==> src/magnetometer_calibration_assert.svh <==
// assertion macros shared by the magnetometer calibration rtl
// expects a clock named clk and an active-low reset named arst_n in scope
`ifndef MAGNETOMETER_CALIBRATION_ASSERT_SVH
`define MAGNETOMETER_CALIBRATION_ASSERT_SVH

// same-cycle implication
`define MCAL_ASSERT_SAME(lbl, ante, cons, msg) \
	lbl: assert property (@(posedge clk) disable iff (!arst_n) (ante) |-> (cons)) \
		else $error(msg);

// next-cycle implication
`define MCAL_ASSERT_NEXT(lbl, ante, cons, msg) \
	lbl: assert property (@(posedge clk) disable iff (!arst_n) (ante) |=> (cons)) \
		else $error(msg);

`endif

==> src/mcal_pkg.sv <==
// shared types, widths, register indexes and gain table for the calibration block
// no dependencies
package mcal_pkg;

	localparam int LANES      = 3;
	localparam int RAW_W      = 13;
	localparam int GAIN_W     = 15;
	localparam int PROD_W     = 28;
	localparam int SCALE_W    = 20;
	localparam int BIAS_W     = 20;
	localparam int DEBIAS_W   = 21;
	localparam int COEF_W     = 16;
	localparam int TERM_W     = 37;
	localparam int ACC_W      = 39;
	localparam int CAL_W      = 24;
	localparam int ROW_W      = 48;
	localparam int CFG_ADDR_W = 3;
	localparam int GAIN_SHIFT = 8;
	localparam int MAT_SHIFT  = 14;

	localparam logic [2:0]       RANGE_RESET = 3'd1;
	localparam logic [ROW_W-1:0] ROW_ONE_RESET   = 48'h0000_0000_4000;
	localparam logic [ROW_W-1:0] ROW_TWO_RESET   = 48'h0000_4000_0000;
	localparam logic [ROW_W-1:0] ROW_THREE_RESET = 48'h4000_0000_0000;

	typedef enum logic [CFG_ADDR_W-1:0] {
		REG_RANGE_CODE = 3'd0,
		REG_BIAS_X     = 3'd1,
		REG_BIAS_Y     = 3'd2,
		REG_BIAS_Z     = 3'd3,
		REG_ROW_ONE    = 3'd4,
		REG_ROW_TWO    = 3'd5,
		REG_ROW_THREE  = 3'd6
	} reg_idx_t;

	// per-stage load enables, handed from the top level to lanes and merge
	typedef struct packed {
		logic en_s1;
		logic en_s2;
		logic en_s3;
		logic en_s4;
	} pipe_ctl_t;

	// mG per count in unsigned q3.12
	function automatic logic [GAIN_W-1:0] gain_lookup(input logic [2:0] code);
		logic [GAIN_W-1:0] g;
		case (code)
			3'd0: g = 15'd299;
			3'd1: g = 15'd3768;
			3'd2: g = 15'd4997;
			3'd3: g = 15'd6226;
			3'd4: g = 15'd9298;
			3'd5: g = 15'd10486;
			3'd6: g = 15'd12411;
			3'd7: g = 15'd17818;
			default: g = 15'd3768;
		endcase
		return g;
	endfunction

endpackage

==> src/mcal_lane.sv <==
// one axis lane: gain scaling with rounding, then hard-iron bias removal
// depends on mcal_pkg
module mcal_lane (
	input  logic                                 clk,
	input  mcal_pkg::pipe_ctl_t                  ctl,
	input  logic signed [mcal_pkg::RAW_W-1:0]    raw,
	input  logic        [mcal_pkg::GAIN_W-1:0]   gain,
	input  logic signed [mcal_pkg::BIAS_W-1:0]   bias,
	output logic signed [mcal_pkg::DEBIAS_W-1:0] dbias_s2
);

	logic signed [mcal_pkg::PROD_W:0]   prod_full;
	logic signed [mcal_pkg::PROD_W-1:0] prod_s1;
	logic signed [mcal_pkg::PROD_W-1:0] rnd;
	logic signed [mcal_pkg::SCALE_W-1:0] scaled;

	assign prod_full = raw * $signed({1'b0, gain});

	always_ff @(posedge clk) begin
		if (ctl.en_s1) begin
			prod_s1 <= prod_full[mcal_pkg::PROD_W-1:0];
		end
	end

	// round to nearest, ties up, into 1/16 mG
	assign rnd    = prod_s1 + 28'sd128;
	assign scaled = rnd[mcal_pkg::PROD_W-1:mcal_pkg::GAIN_SHIFT];

	always_ff @(posedge clk) begin
		if (ctl.en_s2) begin
			dbias_s2 <= {scaled[mcal_pkg::SCALE_W-1], scaled} - {bias[mcal_pkg::BIAS_W-1], bias};
		end
	end

endmodule

==> config.mk <==
export PLATFORM = sky130hd
export DESIGN_NAME = mcal_lane
export DESIGN_NICKNAME = d
export VERILOG_FILES = /design/src/magnetometer_calibration_assert.svh /design/src/mcal_pkg.sv /design/src/mcal_lane.sv
export SDC_FILE = /design/constraint.sdc
export NUM_CORES = 1
export LEC_CHECK = 0
export BUFFER_PORTS_ARGS = -buffer_cell sky130_fd_sc_hd__buf_4
export CORE_UTILIZATION = 32
export CTS_CLUSTER_DIAMETER = 50
export DETAILED_ROUTE_END_ITERATION = 6
export MAX_ROUTING_LAYER = met4
export PLACE_DENSITY_LB_ADDON = 0.05
export SLEW_MARGIN = 20
export SYNTH_ARGS = -nofsm -noshare
export SYNTH_HDL_FRONTEND = slang
export SYNTH_SLANG_ARGS = --single-unit
==> constraint.sdc <==
create_clock -name clk -period 7.35 [get_ports clk]
set_input_delay 0.3675 -clock clk [delete_from_list [all_inputs] [get_ports clk]]
set_output_delay 0.3675 -clock clk [all_outputs]
set_load 0.02 [all_outputs]
# == Word level (Yosys, flattened, before mapping) ==
# Cells that the tools add are included.
# classes
div,0
n_addsub,2
n_reduce_logical,0
n_bitwise,0
n_mux,0
n_shift,0
n_mul,1
n_lt_le_gt_ge,0
eq_ne,0
# op_table
op,n
$add A28 B9 Y28 const B,1
$mul A13 B16 Y28,1
$sub A20 B20 Y21,1
# totals
latchBits,0
out_inout_bits,21
memories,0
word_cells,5
mem_bits_rw,0
romBits,0
reg_bits,49
input_bits,53

# == Logic depth before layout (Yosys ltp) ==
# Gate-level depths: netlist (run 1).
# logic_depth
word_depth,2
depth_mapped,20
ltp_nobuf,20

# == Worst setup path after synthesis (run 1) ==
# Ideal clock, no wire load.
# synth_timing
path_type,input -> register
startpoint,input port gain[5] in the netlist's numbering
endpoint,"register prod_s1[24] in the netlist's numbering, data pin"
arrival_time_ns,5.270
t_required_ns,7.088
cell_stages,20
path_buffers,1
path_slack_ns,1.818
setup_time_ns,0.262
path_cell_list,clkbuf_1 -> and2_1 -> fa_1 -> inv_1 -> fa_1 -> inv_1 -> fa_1 -> inv_1 -> fa_1 -> inv_1 -> fa_1 -> ha_1 -> ha_1 -> a21oi_1 -> nand2_1 -> o21ai_0 -> o22ai_2 -> o41ai_2 -> o21bai_1 -> xor2_1
# synth_via
elab_chain_cells,1
# synth_rtl
item,line,text
"start, declared",mcal_lane.sv:7,"input logic [mcal_pkg::GAIN_W-1:0] gain,"
$mul A13 B16 Y28,mcal_lane.sv:17,"assign prod_full = raw * $signed({1'b0, gain});"
"net prod_full, one bit",mcal_lane.sv:12,logic signed [mcal_pkg::PROD_W:0] prod_full;
"end signal, assigned",mcal_lane.sv:21,prod_s1 <= prod_full[mcal_pkg::PROD_W-1:0];
"end, declared",mcal_lane.sv:13,logic signed [mcal_pkg::PROD_W-1:0] prod_s1;
# The timed path passes the listed nets, and every way through them passes these cells.
# A chain may end at the register's enable or synchronous reset.

# == Final worst setup path (run 1) ==
# layout_timing
startpoint,input port gain[5] in the netlist's numbering
endpoint,"register prod_s1[27] in the netlist's numbering, data pin"
# The elaborated chain is that of the path after synthesis.

==> results of run 1 <==
==> kinds of logic (layout without fill, tap and decap cells) <==
logic type | Yosys count | in the layout | synth area share
simple gates | 315 | 315 | 0.173
fa+ha+maj | 255 | 255 | 0.471
buf+inv | 202 | 250 | 0.0843
compound gates | 108 | 108 | 0.0798
xor+xnor | 52 | 52 | 0.0503
flops | 42 | 42 | 0.139
mux | 2 | 2 | 0.00235
==> cells in the final DEF, fill, tap and decap left out, drive strengths merged, types with 3 or more instances in the layout <==
| cell | instances |
|---|---|
| a2111oi | 3 |
| a211oi | 4 |
| a21o | 8 |
| a21oi | 33 |
| a31oi | 3 |
| and2 | 83 |
| and3 | 6 |
| and4 | 3 |
| buf | 72 |
| clkbuf | 7 |
| edfxtp | 42 |
| fa | 143 |
| ha | 112 |
| inv | 171 |
| nand2 | 122 |
| nand2b | 11 |
| nand3 | 21 |
| nand4 | 6 |
| nor2 | 32 |
| nor2b | 14 |
| nor3 | 10 |
| o21a | 9 |
| o21ai | 19 |
| o21bai | 4 |
| o22ai | 3 |
| o31ai | 3 |
| xnor2 | 37 |
| xor2 | 15 |
==> state kept, by name, indices dropped and copies added (netlist names) <==
name,cells
dbias_s2,21
prod_s1,21
==> per-layer routing <==
metal / global-route usage / vias up
met1: 0.223 / 2979
met5: - / -
met4: 0.0251 / 0
met3: 0.00698 / 8
li1: - / 3218
met2: 0.252 / 105
==> metrics by stage <==
stage | setup slack [ps] | hold WS (ps) | std cells | utilization | total power [mW]
floorplan | 1820 | 480 | 976 | - | 3.63
global placement | 1360 | 769 | 1395 | 0.358 | 4.58
detailed placement | 1340 | 768 | 1395 | 0.358 | 4.56
CTS | 1650 | 469 | 1402 | 0.363 | 4.81
global route | 1290 | 477 | 1402 | 0.363 | 5.35
finish | 1740 | 475 | 1402 | 0.363 | 4.71
==> how the worst max path moves through the flow <==
stage          slack (ps)  cells after the start                    end  startpoint
2_1_floorplan        1820                     20  prod_s1[24]$_DFFE_PP_     gain[5]
3_3_place_gp         1360                     20  prod_s1[27]$_DFFE_PP_     gain[5]
3_5_place_dp         1340                     18  prod_s1[27]$_DFFE_PP_      raw[1]
4_1_cts              1650                     20  prod_s1[27]$_DFFE_PP_     gain[5]
5_1_grt              1290                     20  prod_s1[27]$_DFFE_PP_     gain[5]
6_report             1740                     20  prod_s1[27]$_DFFE_PP_     gain[5]
==> power by group through the flow <==
stage                     registers (mW)  clock network (mW)  logic [mW]
final                              0.661               0.202        3.85
after global routing               0.676               0.221        4.45
after CTS                          0.662               0.212        3.93
after detailed placement           0.667                   0        3.90
after global placement             0.665                   0        3.92
after floorplan                    0.737                   0        2.89
==> area by class of cell <==
cell class,count,share of cell area
clock buffer,7,0.0132
inverter,171,0.0637
multi-input combinational,732,0.697
sequential,42,0.125
tap,378,0.0469
timing repair buffer,72,0.0537
==> worst reg2reg max path, cell delays in order, from the launching register on <==
cell and delay (ps):
edfxtp_1 400, and3_1 220, and3_1 210, nand3_1 190, xnor2_1 190, ha_1 370, a2111oi_0 460, o211ai_1 200
a31oi_1 380, o31ai_1 200, a31oi_1 220, o21bai_1 90, xor2_1 140
==> impl_results.md, run 1 <==
- Area growth syn-to-layout: 11.3%
- Vias in the first global route: 6,583
- Share of cells above drive strength 1: 0.0850
- Reg-to-Reg Start: prod_s1[9]$_DFFE_PP_
- Post-CTS Hold Buffers: 0
- Synth top cells by count: inv_1 (171), fa_1 (143), nand2_1 (122)
- Critical hold path startpoint: bias[0]
- Final Max Tran Viols: 0
- Post-synth top flop: edfxtp_1
- Sequential-to-total area share from yosys stat: 0.139
- Critical path capture point type: register
- DR vias: 6,310
- EDFF count, synth: 42
- Die X: 170 microns
- DR WL met2: 9.39 mm
- Cell variety after synth: 56
- CTS tree: yes
- Synth Cell Area: 0.00905 sq mm
- Max-Slew Margin vs Limit: 0.676
- Comb power frac: 0.817
- Diodes inserted: 0
- Vias/cell: 4.50
- Gpl congestion: 0.750
- Inserted Clock Buffers: 5
- Worst R2R Path Depth: 12
- Hpwl dp: 17.3 mm
- Final setup TNS: 0 ps
- Row cnt: 61
- First-pass GRT wire length: 34.8 mm
- Area of the multi-input gates: 0.00703 sq mm
- Total number of H-tree levels: 2
- Hold Path Class: primary input to register
- Fmax: 178 MHz
- RSZ-0062 raised after global routing: false
- Min cycle time layout: 5610 ps
- Clock skew: 1.72 ps
- IO Port Bufs: 71
- Clock share of power: 0.043
- Share of the synthesized area in the top cell type: 0.316
- RR Endpoint: dbias_s2[18]$_DFFE_PP_
- Initial drt markers: 311
- WHS Path Cells: 3
- Post-route design area: 0.0101 sq mm
- Period utilization: 0.763
- Max clock buf depth: 2
- Int Pwr: 2.41 mW
- Largest net degree at the start of global routing: 22
- Register Area: 0.00126 sq mm
- Setup-failing EPs final: 0
- Top sig layer: met4
- Clk_lat worst skew: 280 ps
- Kind of critical path: primary input to register
- Die area: 0.0290 sq mm
- Worst Tran Pin Value: 482 ps
- DRT antenna net count: 0
- # DRC: 0
- Max Cap Viol: 0
- Most common cell in the netlist: inv_1
- Routed len/inst: 15.0 microns
- Post-synth ARST share: 0
- Fillers: 2,960
- Switching share of power: 0.488
- CP bufs+invs: 5
- Post-Route M1 WL: 10.8 mm
- NetSw: 2.30 mW
- Post-CTS resize count: 0
- Pwr Density: 468 mW/mm^2
- 1st-pass router iterations: 4
- Top cell by count, worst path: fa_1
- WL final: 21.0 mm
- Syn. warnings: 0
- CP peak stage delay: 530 ps
- Worst VDD drop: 227 uV
- Setup slack, reg-to-reg: 3830 ps
- Critical-path cell list: buf_4 > and2_1 > fa_1 > inv_1 > fa_1 > inv_1 > fa_1 > inv_1 > fa_1 > inv_1 > fa_1 > ha_1 > ha_1 > a21oi_1 > o21a_1 > o21ai_0 > o31ai_1 > a21oi_1 > o21ai_0 > xnor2_1
- Starting Density: 0.326
- Top Ports: 74
- Layout Nets: 1,332
- CP required: 7370 ps
- Met3 wire length: 636 microns
- Avg Inst Size Synth: 9.27 sq um
- Critical Path Fanout Max: 13
- Core area: 0.0278 sq mm
- Top delay family on crit path: adder cells
- Ranking of synthesized cells by area: fa_1 (32%), ha_1 (15%), edfxtp_1 (14%)
- Post-CTS setup buffers: 0
- Hold EP: dbias_s2[0]$_DFFE_PP_
- Final Hold Fails: 0
- Synth Instances: 976
- Placement Cell Area: 0.00994 sq mm
- GRT Overall Usage: 0.157
- Worst EP arrival: 5630 ps
- Antenna violations before repair: 0
- Static Leakage: 4.89 nW
- Sink Count: 42
- Startpoint Class: primary input
- Largest area contributor in the netlist: fa_1
- Sequential power share: 0.140
- Slowest library cell on the worst path: fa_1
- Root Buffer Master: clkbuf_16
- Clock Pin Slew Worst Setup and Hold Paths: 50 ps
- Gr ovfl total: 0
- Mapped Nets: 1,284
- Die Height: 170 microns
- Status: finished clean
- Flops & latches, synth: 42
Power figures use the tool's default switching activity.
==> run 2: changes to the inputs <==
Clock period 7.35 ns to 4.8 ns, I/O delays scaled along.
==> run 2 against run 1 <==
The run now ends with negative setup slack left. Wire length increased by 3.8%. Die area stayed put. Sequential cell count unchanged. Highest routed layer unchanged. Critical path type unchanged. Design area rose by 14%. Cell count rose by 8.4%. Register-to-register slack worse by 2500 ps. Sequential share of layout area decreased by 1.6 points. Critical endpoint is now prod_s1[24]$_DFFE_PP_. Via count up 7.8%. Hold slack worse by 130 ps.
==> impl_results.md, run 2 (synthesized netlist as in run 1, its figures left out) <==
- Worst EP arrival: 5020 ps (-610 ps)
- Critical-path cell list: buf_12 > and2_4 > fa_1 > inv_1 > fa_1 > inv_1 > fa_1 > fa_1 > fa_1 > fa_2 > ha_4 > nand4_1 > nor3_2 > a211oi_4 > o22ai_4 > o41ai_4 > o21bai_1 > xor2_1
- Share of cells above drive strength 1: 0.229 (+0.144)
- Die X: 170 microns (unchanged)
- Antenna violations before repair: 0 (unchanged)
- Critical path capture point type: register
- Hpwl dp: 19.2 mm (+11%)
- Final Max Tran Viols: 0 (unchanged)
- Startpoint Class: primary input
- Status: finished with violations
- Max-Slew Margin vs Limit: 0.662 (-0.0139)
- Worst Tran Pin Value: 503 ps (+20.7 ps)
- Die Height: 170 microns (unchanged)
- Diodes inserted: 0 (unchanged)
- Period utilization: 1.04
- Largest registers: dbias_s2 x21, prod_s1 x21
- DR vias: 6,803 (+7.8%)
- Total number of H-tree levels: 2 (unchanged)
- CP bufs+invs: 3 (-2)
- GR met2 Demand/Resource: 0.269 (+0.0167)
- Met3 usage: 0.0100 (+0.00302)
- CP required: 4840 ps (-2530 ps)
- IO Port Bufs: 71 (unchanged)
- Met1 GRT Util: 0.223 (about the same)
- Top cell by count, worst path: fa_1
- GRT Max-Usage Layer: met2
- Gpl congestion: 0.802 (+6.9%)
- DRT antenna net count: 0 (unchanged)
- Setup ws final: -179 ps (-1920 ps)
- # DRC: 0 (unchanged)
- Sink Count: 42 (unchanged)
- Die area: 0.0290 sq mm (unchanged)
- Clk_lat worst skew: 290 ps (about the same)
- Most frequent cells in the layout: inv_1 (169), buf_4 (169), fa_1 (136), nand2_1 (121), ha_1 (95)
- Final Hold Fails: 0 (unchanged)
- CP peak stage delay: 580 ps (+50 ps)
- Gr ovfl total: 0 (unchanged)
- Top Ports: 74 (unchanged)
- Post-CTS Hold Buffers: 0 (unchanged)
- Failing checks: negative setup slack
- 1st-pass router iterations: 6 (+2)
- Kind of critical path: primary input to register
- Core area: 0.0278 sq mm (unchanged)
- Setup-failing EPs final: 12 (+12)
- Clock skew: 5.62 ps (+3.89 ps)
- CTS tree: yes
- Critical Path Fanout Max: 5 (-8)
- Hold Path Class: primary input to register
- Starting Density: 0.326 (unchanged)
- Min cycle time layout: 4980 ps
- First-pass GRT wire length: 36.3 mm (+4.3%)
- Final hold slack: 343 ps (-132 ps)
- Worst R2R Path Depth: 12 (unchanged)
- Slowest library cell on the worst path: fa_2
- RSZ-0062 raised after global routing: true
- Largest net degree at the start of global routing: 22 (unchanged)
- Vias in the first global route: 7,092 (+7.7%)
- Initial drt markers: 214 (-31%)
- Layout Nets: 1,449 (+8.8%)
- WHS Path Cells: 1 (-2)
- Inserted Clock Buffers: 5 (unchanged)
- Routed len/inst: 14.3 microns (-4.2%)
- Fmax: 201 MHz
- Row cnt: 61 (unchanged)
- Area growth syn-to-layout: 27.3%
- Top delay family on crit path: adder cells
- Vias/cell: 4.48 (-0.56%)
- Max clock buf depth: 2 (unchanged)
- Worst path depth: 18 (-10%)
- GRT Overall Usage: 0.163 (+0.00575)
- WL final: 21.8 mm (+3.8%)
- Clock Pin Slew Worst Setup and Hold Paths: 60 ps (about the same)
- Root Buffer Master: clkbuf_16
- Max Cap Viol: 0 (unchanged)
[run 2: cell types whose count changed in the layout (fill, tap and decap cells not counted), moves of 8 or more]
cell | previous run | this run
buf_4 | 72 | 169
ha_1 | 112 | 95
ha_4 | 0 | 17
buf_6 | 0 | 15
o21ai_0 | 19 | 11
[run 2: cell type report]
cell class / instances / area, sq um
Clock buffer: 5 / 125
Clock inverter: 3 / 45.0
Fill cell: 2868 / 16300
Inverter: 171 / 642
Multi-Input combinational cell: 732 / 7430
Sequential cell: 42 / 1260
Tap cell: 378 / 473
Timing Repair Buffer: 189 / 1550
[run 2: final timing paths]
kind                    startpoint  slack, ps                     end
max                       gain[10]       -180   prod_s1[24]$_DFFE_PP_
min                         ctl[3]        340   prod_s1[24]$_DFFE_PP_
max reg2reg  prod_s1[10]$_DFFE_PP_       1320  dbias_s2[18]$_DFFE_PP_
min reg2reg  prod_s1[27]$_DFFE_PP_        880  dbias_s2[19]$_DFFE_PP_
[run 2: repair_timing]
item                                    CTS  global route
pin swaps                                18            14
buffers inserted                         10             2
resized for setup                        50            23
gates cloned                              1             0
endpoints found under the setup margin   14            17
[run 2: worst register-to-register path, stage by stage (launching register included)]
cell,delay [ps]
edfxtp_1,410
and3_1,220
and3_1,210
nand3_1,180
xnor2_1,180
ha_1,370
a2111oi_0,470
o211ai_1,220
a31oi_1,320
o31ai_1,190
a31oi_1,210
o21bai_1,90
xor2_1,150
[run 2: layer usage]
layer | vias to the layer above | wire length, microns
li1 | 3450 | -
met1 | 3260 | 11000
met2 | 84 | 10200
met3 | 9 | 416
met4 | 0 | 160
met5 | - | 0
[run 2: metrics by stage]
step	worst slack, ps	TNS [ps]	std cells	cell area, sq um	util
2_1_floorplan	-365	-2730	976	9190	-
3_3_place_gp	-592	-7540	1499	10900	0.391
3_5_place_dp	-619	-7600	1499	10900	0.391
4_1_cts	-202	-1270	1518	11400	0.409
5_1_grt	-366	-3670	1520	11500	0.415
6_report	-179	-1270	1520	11500	0.415
Power of run 2 is left out: the tool's default activity adds up to more than one toggle a clock period on the data nets, which glitch-free logic cannot reach.
